==> config.mk <==
export PLATFORM = sky130hd
export DESIGN_NAME = retargetable_weight_fade_ramp_core
export DESIGN_NICKNAME = d
export VERILOG_FILES = /design/src/sv/rwfr_pkg.sv /design/src/sv/rwfr_muldiv.sv /design/src/sv/retargetable_weight_fade_ramp_core.sv
export VERILOG_INCLUDE_DIRS = /design/src /design/src/sv
export SDC_FILE = /design/constraint.sdc
export NUM_CORES = 2
export LEC_CHECK = 0
export ABC_AREA = 0
export BUFFER_PORTS_ARGS = -buffer_cell sky130_fd_sc_hd__clkbuf_2
export CORE_UTILIZATION = 30
export DETAILED_ROUTE_END_ITERATION = 10
export GPL_TIMING_DRIVEN = 1
export PLACE_DENSITY = 0.5
export SLEW_MARGIN = 15
export SYNTH_ARGS = -nofsm -noshare
export SYNTH_HDL_FRONTEND = slang
export SYNTH_SLANG_ARGS = --single-unit
==> constraint.sdc <==
create_clock -name i_clk -period 12.3 [get_ports i_clk]
set_clock_uncertainty 0.1 [all_clocks]
set_input_delay 1.23 -clock i_clk [delete_from_list [all_inputs] [get_ports i_clk]]
set_output_delay 1.23 -clock i_clk [all_outputs]
set_load 0.05 [all_outputs]
==> src/sv/retargetable_weight_fade_ramp_core_macros.svh <==
// ----------------------------------------------------------------------------
// retargetable weight fade ramp - assertion macros
// shared concurrent assertion forms, clocked on i_clk, off during reset
// ----------------------------------------------------------------------------
`ifndef RETARGETABLE_WEIGHT_FADE_RAMP_CORE_MACROS_SVH
`define RETARGETABLE_WEIGHT_FADE_RAMP_CORE_MACROS_SVH

// same-cycle implication
`define RWFR_ASSERT_IMP(lbl, ante, cons, msg) \
    lbl: assert property (@(posedge i_clk) disable iff (!i_rst_n) (ante) |-> (cons)) \
        else $error(msg);

// next-cycle implication
`define RWFR_ASSERT_NXT(lbl, ante, cons, msg) \
    lbl: assert property (@(posedge i_clk) disable iff (!i_rst_n) (ante) |=> (cons)) \
        else $error(msg);

`endif

==> src/sv/rwfr_pkg.sv <==
// ----------------------------------------------------------------------------
// rwfr_pkg
// shared types and constants of the retargetable weight fade ramp
// ----------------------------------------------------------------------------
`timescale 1ns / 1ps

package rwfr_pkg;

    // fixed field widths
    localparam int FADE_W = 24;
    localparam int TICK_W = 20;

    // fade length limits in microseconds
    localparam logic [FADE_W-1:0] FADE_DEFAULT_US = 24'd200000;
    localparam logic [FADE_W-1:0] FADE_LIMIT_US   = 24'd10000000;

    // register index of default_fade_us
    localparam logic CFG_IDX_DEFAULT_FADE = 1'b0;

    // pose action codes
    localparam logic [1:0] ACT_NONE = 2'd0;
    localparam logic [1:0] ACT_PASS = 2'd1;
    localparam logic [1:0] ACT_REST = 2'd2;

    // request to the shared multiply / divide unit
    typedef struct packed {
        logic start;
        logic divide;
    } t_md_req;

    // status of the shared multiply / divide unit
    typedef struct packed {
        logic busy;
        logic done;
    } t_md_stat;

endpackage

==> src/sv/rwfr_muldiv.sv <==
// ----------------------------------------------------------------------------
// rwfr_muldiv
// shared multiplier with an optional restoring divide of the product
// ----------------------------------------------------------------------------
`timescale 1ns / 1ps

module rwfr_muldiv
    import rwfr_pkg::*;
#(
    parameter int QW = 16,
    parameter int TW = 24,
    parameter int MB = 24
) (
    input  logic              i_clk,
    input  logic              i_rst_n,
    input  t_md_req           i_req,
    input  logic [QW-1:0]     i_a,
    input  logic [MB-1:0]     i_b,
    input  logic [TW-1:0]     i_len,
    output t_md_stat          o_stat,
    output logic [QW+MB-1:0]  o_prod,
    output logic [QW-1:0]     o_quot
);

    localparam int CW = (QW > 1) ? $clog2(QW) : 1;
    localparam logic [CW-1:0] CNT_LAST = CW'(QW - 1);

    localparam logic [1:0] P_IDLE = 2'd0;
    localparam logic [1:0] P_MUL  = 2'd1;
    localparam logic [1:0] P_DIV  = 2'd2;
    localparam logic [1:0] P_DONE = 2'd3;

    logic [1:0]        r_phase, n_phase;
    logic              r_div;
    logic [CW-1:0]     r_cnt;
    logic [QW+MB-1:0]  r_prod;
    logic [TW-1:0]     r_rem;
    logic [QW-1:0]     r_q;
    logic [TW:0]       trial;
    logic              ge;

    // one restoring step: shift in next dividend bit, subtract when it fits
    assign trial = {r_rem, r_q[QW-1]};
    assign ge    = trial >= {1'b0, i_len};

    // phase sequencing
    always_comb begin
        n_phase = r_phase;
        unique case (r_phase)
            P_IDLE: if (i_req.start) n_phase = P_MUL;
            P_MUL:  n_phase = r_div ? P_DIV : P_DONE;
            P_DIV:  if (r_cnt == CNT_LAST) n_phase = P_DONE;
            P_DONE: n_phase = P_IDLE;
            default: n_phase = P_IDLE;
        endcase
    end

    always_ff @(posedge i_clk) begin
        if (!i_rst_n) begin
            r_phase <= P_IDLE;
        end else begin
            r_phase <= n_phase;
        end
    end

    // datapath
    always_ff @(posedge i_clk) begin
        if (r_phase == P_IDLE && i_req.start) begin
            r_prod <= i_a * i_b;
            r_div  <= i_req.divide;
        end
        if (r_phase == P_MUL) begin
            r_rem <= r_prod[QW+TW-1:QW];
            r_q   <= r_prod[QW-1:0];
            r_cnt <= '0;
        end
        if (r_phase == P_DIV) begin
            r_rem <= ge ? TW'(trial - {1'b0, i_len}) : trial[TW-1:0];
            r_q   <= {r_q[QW-2:0], ge};
            r_cnt <= r_cnt + 1'b1;
        end
    end

    assign o_stat.busy = r_phase != P_IDLE;
    assign o_stat.done = r_phase == P_DONE;
    assign o_prod      = r_prod;
    assign o_quot      = r_q;

endmodule

==> src/sv/retargetable_weight_fade_ramp_core.sv <==
// ----------------------------------------------------------------------------
// retargetable_weight_fade_ramp_core
// linear weight fade that restarts from its present level on a new target
// ----------------------------------------------------------------------------
// one tick runs from accept through an optional retarget divide during a fade,
// an optional ramp point divide and an optional pose scaling on the shared unit
// a result waits while the output stalls, and no new request is taken until
// the sequencer is back in idle
// a tick with pose_connected low gives no result
// synchronous active-low reset clears all fade state, default fade 200 ms
`timescale 1ns / 1ps

`include "retargetable_weight_fade_ramp_core_macros.svh"

module retargetable_weight_fade_ramp_core
    import rwfr_pkg::*;
#(
    parameter int WEIGHT_FRAC_BITS = 15,
    parameter int TIME_BITS        = 24
) (
    input  logic                        i_clk,
    input  logic                        i_rst_n,
    // configuration port
    input  logic                        psel,
    input  logic                        penable,
    input  logic                        pwrite,
    input  logic [2:0]                  paddr,
    input  logic [31:0]                 pwdata,
    output logic [31:0]                 prdata,
    output logic                        pready,
    // request channel
    input  logic                        i_in_valid,
    output logic                        o_in_stall,
    input  logic                        i_pose_connected,
    input  logic                        i_target_given,
    input  logic [WEIGHT_FRAC_BITS:0]   i_target_weight,
    input  logic                        i_fade_given,
    input  logic [FADE_W-1:0]           i_fade_override_us,
    input  logic [TICK_W-1:0]           i_tick_us,
    input  logic                        i_pose_present,
    input  logic                        i_pose_command_valid,
    input  logic [WEIGHT_FRAC_BITS:0]   i_pose_weight,
    // result channel
    output logic                        o_out_valid,
    input  logic                        i_out_stall,
    output logic [WEIGHT_FRAC_BITS:0]   o_current_weight,
    output logic                        o_faded_out,
    output logic                        o_faded_in,
    output logic [1:0]                  o_pose_action,
    output logic [WEIGHT_FRAC_BITS:0]   o_output_pose_weight
);

    localparam int QW = WEIGHT_FRAC_BITS + 1;
    localparam int TW = TIME_BITS;
    localparam int MB = (TW > QW) ? TW : QW;
    localparam logic [QW-1:0] W_ONE  = {1'b1, {WEIGHT_FRAC_BITS{1'b0}}};
    localparam logic [32:0]   T_MAX  = (33'd1 << TIME_BITS) - 33'd1;

    localparam logic [3:0] S_IDLE  = 4'd0;
    localparam logic [3:0] S_EVAL  = 4'd1;
    localparam logic [3:0] S_CAPW  = 4'd2;
    localparam logic [3:0] S_ADV   = 4'd3;
    localparam logic [3:0] S_CMP   = 4'd4;
    localparam logic [3:0] S_RAMPW = 4'd5;
    localparam logic [3:0] S_POSE  = 4'd6;
    localparam logic [3:0] S_POSEW = 4'd7;
    localparam logic [3:0] S_OUT   = 4'd8;

    logic [3:0]         r_state;
    logic [FADE_W-1:0]  r_default;
    logic [QW-1:0]      r_start, r_end;
    logic [TW-1:0]      r_elapsed, r_len;

    // latched request
    logic               r_tg, r_fg, r_pres, r_cmdv;
    logic [QW-1:0]      r_tw, r_pw_in;
    logic [FADE_W-1:0]  r_fo;
    logic [TICK_W-1:0]  r_tick;

    // per-tick working values
    logic               r_running;
    logic [QW-1:0]      r_cur, r_pwo;
    logic               r_fout, r_fin;
    logic [1:0]         r_act;

    // output register
    logic               r_out_valid;
    logic [QW-1:0]      r_o_cur, r_o_pw;
    logic               r_o_fout, r_o_fin;
    logic [1:0]         r_o_act;

    logic               in_acc, cfg_wr, out_free;
    logic               running, change, dec;
    logic [QW-1:0]      target, diff, ramp_val, pw_sat;
    logic [FADE_W-1:0]  dflt, fade;
    logic [TW-1:0]      len_new, elapsed_new;
    logic [32:0]        el_sum;

    t_md_req            md_req;
    t_md_stat           md_stat;
    logic [QW-1:0]      md_a;
    logic [MB-1:0]      md_b;
    logic [QW+MB-1:0]   md_prod;
    logic [QW-1:0]      md_quot;

    // handshakes
    assign in_acc     = i_in_valid && !o_in_stall;
    assign o_in_stall = r_state != S_IDLE;
    assign out_free   = !r_out_valid || !i_out_stall;
    assign cfg_wr     = psel && penable && pwrite && pready;
    assign pready     = 1'b1;
    assign prdata     = (paddr[2] == CFG_IDX_DEFAULT_FADE) ? 32'(r_default) : 32'd0;

    // target, fade length and retarget decision
    assign running = r_elapsed < r_len;
    assign target  = !r_tg ? W_ONE : ((r_tw > W_ONE) ? W_ONE : r_tw);
    assign change  = r_end != target;
    assign dflt    = (r_default > FADE_LIMIT_US) ? FADE_LIMIT_US : r_default;
    assign fade    = r_fg ? r_fo : dflt;
    assign len_new = (33'(fade) > T_MAX) ? T_MAX[TW-1:0] : TW'(fade);

    // play time advance with saturation
    assign el_sum      = 33'(r_elapsed) + 33'(r_tick);
    assign elapsed_new = (el_sum > T_MAX) ? T_MAX[TW-1:0] : el_sum[TW-1:0];

    // ramp step direction and span
    assign dec      = r_end < r_start;
    assign diff     = dec ? (r_start - r_end) : (r_end - r_start);
    assign ramp_val = dec ? (r_start - md_quot) : (r_start + md_quot);
    assign pw_sat   = (r_pw_in > W_ONE) ? W_ONE : r_pw_in;

    // shared unit operands: ramp span times play time, or pose scaling
    always_comb begin
        md_req.start  = 1'b0;
        md_req.divide = 1'b1;
        md_a          = diff;
        md_b          = MB'(r_elapsed);
        unique case (r_state)
            S_EVAL: md_req.start = change && running;
            S_CMP:  md_req.start = r_elapsed < r_len;
            S_POSE: begin
                md_req.start  = (r_cur != '0) && r_pres && r_cmdv;
                md_req.divide = 1'b0;
                md_a          = pw_sat;
                md_b          = MB'(r_cur);
            end
            default: md_req.start = 1'b0;
        endcase
    end

    rwfr_muldiv #(
        .QW (QW),
        .TW (TW),
        .MB (MB)
    ) u_muldiv (
        .i_clk   (i_clk),
        .i_rst_n (i_rst_n),
        .i_req   (md_req),
        .i_a     (md_a),
        .i_b     (md_b),
        .i_len   (r_len),
        .o_stat  (md_stat),
        .o_prod  (md_prod),
        .o_quot  (md_quot)
    );

    // request capture
    always_ff @(posedge i_clk) begin
        if (in_acc) begin
            r_tg    <= i_target_given;
            r_tw    <= i_target_weight;
            r_fg    <= i_fade_given;
            r_fo    <= i_fade_override_us;
            r_tick  <= i_tick_us;
            r_pres  <= i_pose_present;
            r_cmdv  <= i_pose_command_valid;
            r_pw_in <= i_pose_weight;
        end
    end

    // sequencer and fade state
    always_ff @(posedge i_clk) begin
        if (!i_rst_n) begin
            r_state   <= S_IDLE;
            r_default <= FADE_DEFAULT_US;
            r_start   <= '0;
            r_end     <= '0;
            r_elapsed <= '0;
            r_len     <= '0;
        end else begin
            if (cfg_wr && paddr[2] == CFG_IDX_DEFAULT_FADE) begin
                r_default <= pwdata[FADE_W-1:0];
            end
            unique case (r_state)
                S_IDLE: begin
                    if (in_acc && i_pose_connected) begin
                        r_state <= S_EVAL;
                    end
                end
                S_EVAL: begin
                    r_running <= running;
                    if (!change) begin
                        r_state <= S_ADV;
                    end else if (running) begin
                        r_state <= S_CAPW;
                    end else begin
                        r_start   <= r_end;
                        r_end     <= target;
                        r_elapsed <= '0;
                        r_len     <= len_new;
                        r_state   <= S_ADV;
                    end
                end
                S_CAPW: begin
                    if (md_stat.done) begin
                        r_start   <= ramp_val;
                        r_end     <= target;
                        r_elapsed <= '0;
                        r_len     <= len_new;
                        r_state   <= S_ADV;
                    end
                end
                S_ADV: begin
                    r_elapsed <= elapsed_new;
                    r_state   <= S_CMP;
                end
                S_CMP: begin
                    if (r_elapsed >= r_len) begin
                        r_cur   <= r_end;
                        r_fout  <= r_running && (r_end == '0);
                        r_fin   <= r_running && (r_end >= W_ONE);
                        r_state <= S_POSE;
                    end else begin
                        r_state <= S_RAMPW;
                    end
                end
                S_RAMPW: begin
                    if (md_stat.done) begin
                        r_cur   <= ramp_val;
                        r_fout  <= 1'b0;
                        r_fin   <= 1'b0;
                        r_state <= S_POSE;
                    end
                end
                S_POSE: begin
                    if (r_cur == '0) begin
                        r_act   <= ACT_NONE;
                        r_pwo   <= '0;
                        r_state <= S_OUT;
                    end else if (!r_pres) begin
                        r_act   <= ACT_REST;
                        r_pwo   <= r_cur;
                        r_state <= S_OUT;
                    end else if (r_cmdv) begin
                        r_act   <= ACT_PASS;
                        r_state <= S_POSEW;
                    end else begin
                        r_act   <= ACT_NONE;
                        r_pwo   <= '0;
                        r_state <= S_OUT;
                    end
                end
                S_POSEW: begin
                    if (md_stat.done) begin
                        r_pwo   <= md_prod[WEIGHT_FRAC_BITS+QW-1:WEIGHT_FRAC_BITS];
                        r_state <= S_OUT;
                    end
                end
                S_OUT: begin
                    if (out_free) begin
                        r_state <= S_IDLE;
                    end
                end
                default: r_state <= S_IDLE;
            endcase
        end
    end

    // result register
    always_ff @(posedge i_clk) begin
        if (!i_rst_n) begin
            r_out_valid <= 1'b0;
        end else if (r_state == S_OUT && out_free) begin
            r_out_valid <= 1'b1;
        end else if (!i_out_stall) begin
            r_out_valid <= 1'b0;
        end
    end

    always_ff @(posedge i_clk) begin
        if (r_state == S_OUT && out_free) begin
            r_o_cur  <= r_cur;
            r_o_fout <= r_fout;
            r_o_fin  <= r_fin;
            r_o_act  <= r_act;
            r_o_pw   <= r_pwo;
        end
    end

    assign o_out_valid          = r_out_valid;
    assign o_current_weight     = r_o_cur;
    assign o_faded_out          = r_o_fout;
    assign o_faded_in           = r_o_fin;
    assign o_pose_action        = r_o_act;
    assign o_output_pose_weight = r_o_pw;

    // checks
    `RWFR_ASSERT_IMP(a_weight_range, o_out_valid, o_current_weight <= W_ONE,
        "current weight above one")
    `RWFR_ASSERT_IMP(a_pulse_excl, o_out_valid, !(o_faded_out && o_faded_in),
        "faded out and faded in together")
    `RWFR_ASSERT_IMP(a_none_zero, o_out_valid && o_pose_action == ACT_NONE,
        o_output_pose_weight == '0, "no pose action with nonzero pose weight")
    `RWFR_ASSERT_IMP(a_unit_idle, r_state == S_IDLE, !md_stat.busy,
        "shared unit busy while sequencer idle")
    `RWFR_ASSERT_NXT(a_ramp_in_span, r_state == S_RAMPW && md_stat.done,
        (r_cur >= r_start && r_cur <= r_end) || (r_cur <= r_start && r_cur >= r_end),
        "ramp point outside start and end")

endmodule

Yosys cells after proc, flatten, opt, wreduce, memory -nomap -nowiden

Cells that the tools add are included.

Flip-flop bits (word level): 349
Word-level logic and storage cells: 181
Input port bits: 123

Multiplexer cells: 68
Equality and inequality tests: 25
Bitwise operators: 2
Multipliers: 1
Add/sub/neg operators: 7
Reductions and logical operators: 36
Order comparisons: 9

Operator list:

| cell                                                 | count |
|---|---|
| 2-to-1 mux 24 bit                                    | 14 |
| 2-to-1 mux 16 bit                                    | 19 |
| case mux 16 bit (2 select lines)                     | 4 |
| case mux 24 bit (3 select lines)                     | 1 |
| case mux 24 bit (2 select lines)                     | 1 |
| subtractor 16 bit                                    | 3 |
| multiplier 16 x 24 -> 40 bit                         | 1 |
| 2-to-1 mux 4 bit                                     | 10 |
| case mux 4 bit (9 select lines)                      | 1 |
| > comparator 16 bit, second input constant           | 2 |
| logical NOT 16 bit                                   | 2 |
| adder 24 x 20 -> 25 bit                              | 1 |
| >= comparator 25 x 24 -> 1 bit                       | 1 |
| > comparator 25 x 24 -> 1 bit, second input constant | 1 |
| >= comparator 24 bit                                 | 1 |
| > comparator 24 bit, second input constant           | 1 |
| < comparator 24 bit                                  | 1 |
| subtractor 24 bit                                    | 1 |
| adder 16 bit                                         | 1 |
| == test 4 x 3 -> 1 bit, second input constant        | 4 |
| >= comparator 16 bit, second input constant          | 1 |
| < comparator 16 bit                                  | 1 |
| != test 16 bit                                       | 1 |
| != test 2 bit, second input constant                 | 8 |
| 27 further kinds                                     | 67 |

Depth between registers and ports, before layout

Depth in word-level cells: 8
Gate-level depth with buffers: 38

Modules after synthesis

Synthesis repeated with hierarchy kept, for this count alone.

Cells, all modules: 3458
Area total of the unflattened synthesis: 32342.3 sq um

By module, submodules not included:

| module                             | area each (sq um) | instances | cells each |
|---|---|---|---|
| rwfr_muldiv                        | 17145.2           | 1         | 1866 |
| retargetable_weight_fade_ramp_core | 15197.1           | 1         | 1592 |

Worst setup path after synthesis

No wires, ideal clock.

Path kind: register to register
Start point: register r_end[0]
End point: register u_muldiv.r_prod[34], in the netlist u_muldiv.o_prod[34] (data pin)
Data required time: 11.942 ns
Path slack: 3.566 ns
Arrival time: 8.376 ns
Buffers on the path: 2
Stages on the path, launching flop included: 34
Library setup time: 0.258 ns
Cell sequence: dfxtp_1 inv_1 ha_1 inv_1 fa_1 a211oi_2 o21bai_1 o31ai_2 a21o_1 buf_2 mux2_4 a221oi_2 xor2_1 a21oi_2 buf_2 nand2_1 fa_1 inv_1 fa_1 fa_1 fa_1 fa_1 inv_1 fa_1 inv_1 ha_1 and4_1 o211a_1 nor3_1 o21ai_1 a211o_1 a31o_2 a21oi_1 xnor2_1

Cells in the longest elaborated chain, start to end: 4

RTL lines:

| what                                                     | line                                                                                 | source |
|---|---|---|
| from (decl)                                              | retargetable_weight_fade_ramp_core.sv:71                                             | `logic [QW-1:0] r_start, r_end;` |
| from (signal assigned)                                   | retargetable_weight_fade_ramp_core.sv:208                                            | `r_end <= target;` |
| from (signal assigned)                                   | retargetable_weight_fade_ramp_core.sv:217                                            | `r_end <= target;` |
| subtractor 16 bit or < comparator 16 bit (tied branches) | retargetable_weight_fade_ramp_core.sv:128, retargetable_weight_fade_ramp_core.sv:127 |  |
| 2-to-1 mux 16 bit *                                      | retargetable_weight_fade_ramp_core.sv:128                                            | `assign diff = dec ? (r_start - r_end) : (r_end - r_start);` |
| 2-to-1 mux 16 bit *                                      | retargetable_weight_fade_ramp_core.sv:138                                            | `unique case (r_state)` |
| multiplier 16 x 24 -> 40 bit *                           | rwfr_muldiv.sv:69                                                                    | `r_prod <= i_a * i_b;` |
| to (signal assigned)                                     | rwfr_muldiv.sv:69                                                                    |  |
| to (decl)                                                | rwfr_muldiv.sv:36                                                                    | `logic [QW+MB-1:0] r_prod;` |

Every way passes the cells marked *; elsewhere a longest branch is shown, timed or not.
A chain may end at the register's enable or synchronous reset.

Worst setup path in the final report

Ends and elaborated chain as after synthesis.

==> results.md <==
* Status: completed
* Final setup vio count at 0
* Worst EP required at approximately 13 ns
* Hold depth at 0
* GRT Overall Usage at 19.9%
* CTS tree: done
* Sequential Power Share at around a quarter
* YS warnings at 0
* Hold/Removal Path Class: flop to flop
* Sw power at roughly 3 mW
* Proportion of layout cells with a drive suffix above 1 at between 10% and 20%
* Setup TNS Final at 0 ns
* Post-Syn Area at about 0.032 mm^2
* Initial core utilization at between 30% and 40%
* Max-slew headroom at about a quarter
* IO buf count at roughly 170
* Initial antenna violation count at 3
* Syn Inst Count at around 3400
* Startpoint class of the critical path: flop
* Top cells by area, synth: edfxtp_1, fa_1, ha_1
* Final nets at between 4000 and 5000
* Top Ports at around 190
* Hpwl dp at ~84000 um
* CP arrival at about 11 ns
* Top_reg_cell synth: edfxtp_1
* Async SR Flop Fraction at 0%
* Top-area cell type share of the netlist area at around 23%
* Num CTS Buffers at 43
* Sequential fraction of the synthesis area at 29.6%
* Slowest stage delay, CP at between 0.7 and 0.8 ns
* Power density over the cells at roughly 180 mW/mm^2
* Int Power at between 3 and 4 mW
* Die extent in y at approximately 330 um
* CP max FO at 14
* Routability Congestion at a little over 0.9
* Pre-Repair DR Iteration Count at 8
* Final hold violations at 0
* Drt drc at 0
* RSZ-0062 raised after global routing: no
* Post-Place Cells at 4839
* FP Rows at around 120
* H-Tree Depth at 2
* Avg Cell Area, Syn at 9.36 um^2
* Highest-delay cell along the critical path: a22o_1
* Setup crit end kind: flop
* Max Clk Rate at around 0.093 GHz
* Placed Area at approximately 0.034 mm^2
* Largest net degree at the start of global routing at 67
* Clock sinks at roughly 350
* CTS resizes at 0
* Min Hold Slack at 0.318 ns
* Layout area overhead at 11.9%
* Vias in the first global route at 25123
* # diodes at 0
* Slew Limit Fails at 0
* #FFs+latches synth at 349
* Sw Share at around 48%
* Worst reg2reg setup slack at approximately 1.5 ns
* CTS root buf: clkbuf_16
* Wirelength per Cell at 21.6 um
* Clk pwr share at between 20% and 30%
* EDFF count, synth at roughly 240
* Tmin final at about 11 ns
* MaxCap Viol Count at 0
* Post-CTS Setup Inserts at 0
* Initial drt markers at around 1800
* Max Root-Sink Buffers at 3
* Final Instance Area at 0.0354 mm^2
* PnR Total Power at roughly 6.3 mW
* Worst Reg-to-Reg Cells at 34
* Pleak at roughly 15 nW
* Worst-Skew Late Latency at 0.61 ns
* Clock slew seen by the registers of the worst setup and hold paths at approximately 0.060 ns
* Cell variety after synth at 91
* Cell type with the largest total area after synthesis: edfxtp_1
* Grt total ovfl at 0
* Die ar. at between 0.1 and 0.15 mm^2
* Die W at around 330 um
* Placeable Area at just over 0.1 mm^2
* Hold buffer count at CTS at 0
* Worst-margin pin slew at ~1.1 ns
* Routed Antenna Nets at 0
* DR vias at about 25000
* VDD IR max at ~0.00014 V
* First-pass GRT wire length at approximately 160000 um
* Final cell count without fillers at slightly below 5000
* Final wirelength at roughly 110000 um
* Crit Path Category: flop to flop
* Vias/cell at 5.07
* Comb power frac at roughly 55%
* Tcrit/Tclk final at between 80% and 90%
## stage by stage
| stage | util [%] | setup slack [ns] |
|---|---|---|
| after floorplan | - | 3.57 |
| after global placement | 32.7 | 1.71 |
| after detailed placement | 32.7 | 1.69 |
| after CTS | 34.0 | 1.69 |
| after global routing | 34.0 | 1.07 |
| final | 34.0 | 1.54 |
## cells by family (layout without fill, tap and decap cells)
family,Yosys count,after routing,share of synthesized area (%)
simple gates,1051,1051,14.7
mux,54,54,1.82
xor+xnor,120,120,3.42
compound gates,676,676,14.2
other cells,2,9,0.0238
fa+ha+maj,546,546,29.0
flops,349,349,29.6
buf+inv,579,734,7.27
## registers in the layout, summed over array words and instances, names as in the netlist, 4 cells and up
signal / flops
o_output_pose_weight: 16
r_tw: 16
r_pwo: 16
r_default: 24
r_len: 24
u_muldiv.o_prod: 40
u_muldiv.r_rem: 24
u_muldiv.r_cnt: 4
r_pw_in: 16
r_fo: 24
r_start: 16
r_state: 4
r_elapsed: 24
u_muldiv.o_quot: 16
r_tick: 20
r_end: 16
o_current_weight: 16
r_cur: 16
## layer usage
layer / GRT usage, % / vias to the layer above / share of wire, %
li1: - / 11600 / -
met1: 27.2 / 12422 / 45
met2: 32.6 / 802 / 46
met3: 3.02 / 124 / 6.5
met4: 5.38 / 2 / 2.7
met5: 0 / - / 0.0085
## power by group through the flow
stage / clock [mW] / combinational [mW] / sequential [mW]
2_1_floorplan: 0 / 2.36 / 1.57
3_3_place_gp: 0 / 3.38 / 1.61
3_5_place_dp: 0 / 3.37 / 1.61
4_1_cts: 1.31 / 3.39 / 1.59
5_1_grt: 1.35 / 3.68 / 1.61
6_report: 1.27 / 3.43 / 1.59
## cell usage in the layout, fill, tap and decap left out, drive strengths merged, types with 111 or more instances in the layout
cell type,count
a21oi,183
clkbuf,230
dfxtp,111
edfxtp,238
fa,311
ha,235
inv,441
nand2,491
nor2,271
o21ai,153
## synth_stat cells, types with 12 or more instances
cell	number
a211oi_1	57
a21o_1	85
a21oi_1	181
a221oi_1	17
a31oi_1	18
and2_1	36
and3_1	25
buf_2	29
buf_4	18
clkbuf_1	85
dfxtp_1	111
edfxtp_1	238
fa_1	311
ha_1	235
inv_1	437
mux2_2	22
mux2i_1	30
nand2_1	490
nand2b_1	24
nand3_1	46
nand4_1	16
nor2_1	271
nor2b_1	54
nor3_1	27
nor4_1	18
o21a_1	31
o21ai_0	149
o21bai_1	13
or3_1	12
xnor2_1	64
xor2_1	52
## area by class of cell
type                    count  area (um^2)
flip-flops and latches    349         9370
well taps                1380         1730
fillers                 10792        68600
repair buffers            217         1190
multi-input cells        2456        20000
clock buffers              56         1140
clock inverters            24          248
inverters                 437         1640
## worst paths after layout
path / startpoint / endpoint
max reg2reg: r_end[0]$_SDFFE_PN0P_ / u_muldiv.o_prod[34]$_DFFE_PP_
min: r_act[0]$_SDFFCE_PP0P_ / o_pose_action[0]$_DFFE_PP_
min reg2reg: r_act[0]$_SDFFCE_PP0P_ / o_pose_action[0]$_DFFE_PP_
max: r_end[0]$_SDFFE_PN0P_ / u_muldiv.o_prod[34]$_DFFE_PP_
## critical path, delay by kind of cell (launching register included)
kind | cells | cell delay (ns)
adders and majority gates | 9 | 4.11
AOI/OAI and AO/OA | 11 | 3.24
and+or+nand+nor | 4 | 1.26
buffers and inverters | 8 | 0.73
xor gates and xnor gates | 2 | 0.65
DFF | 1 | 0.38
No activity file was read; power rests on OpenSTA's default activity.
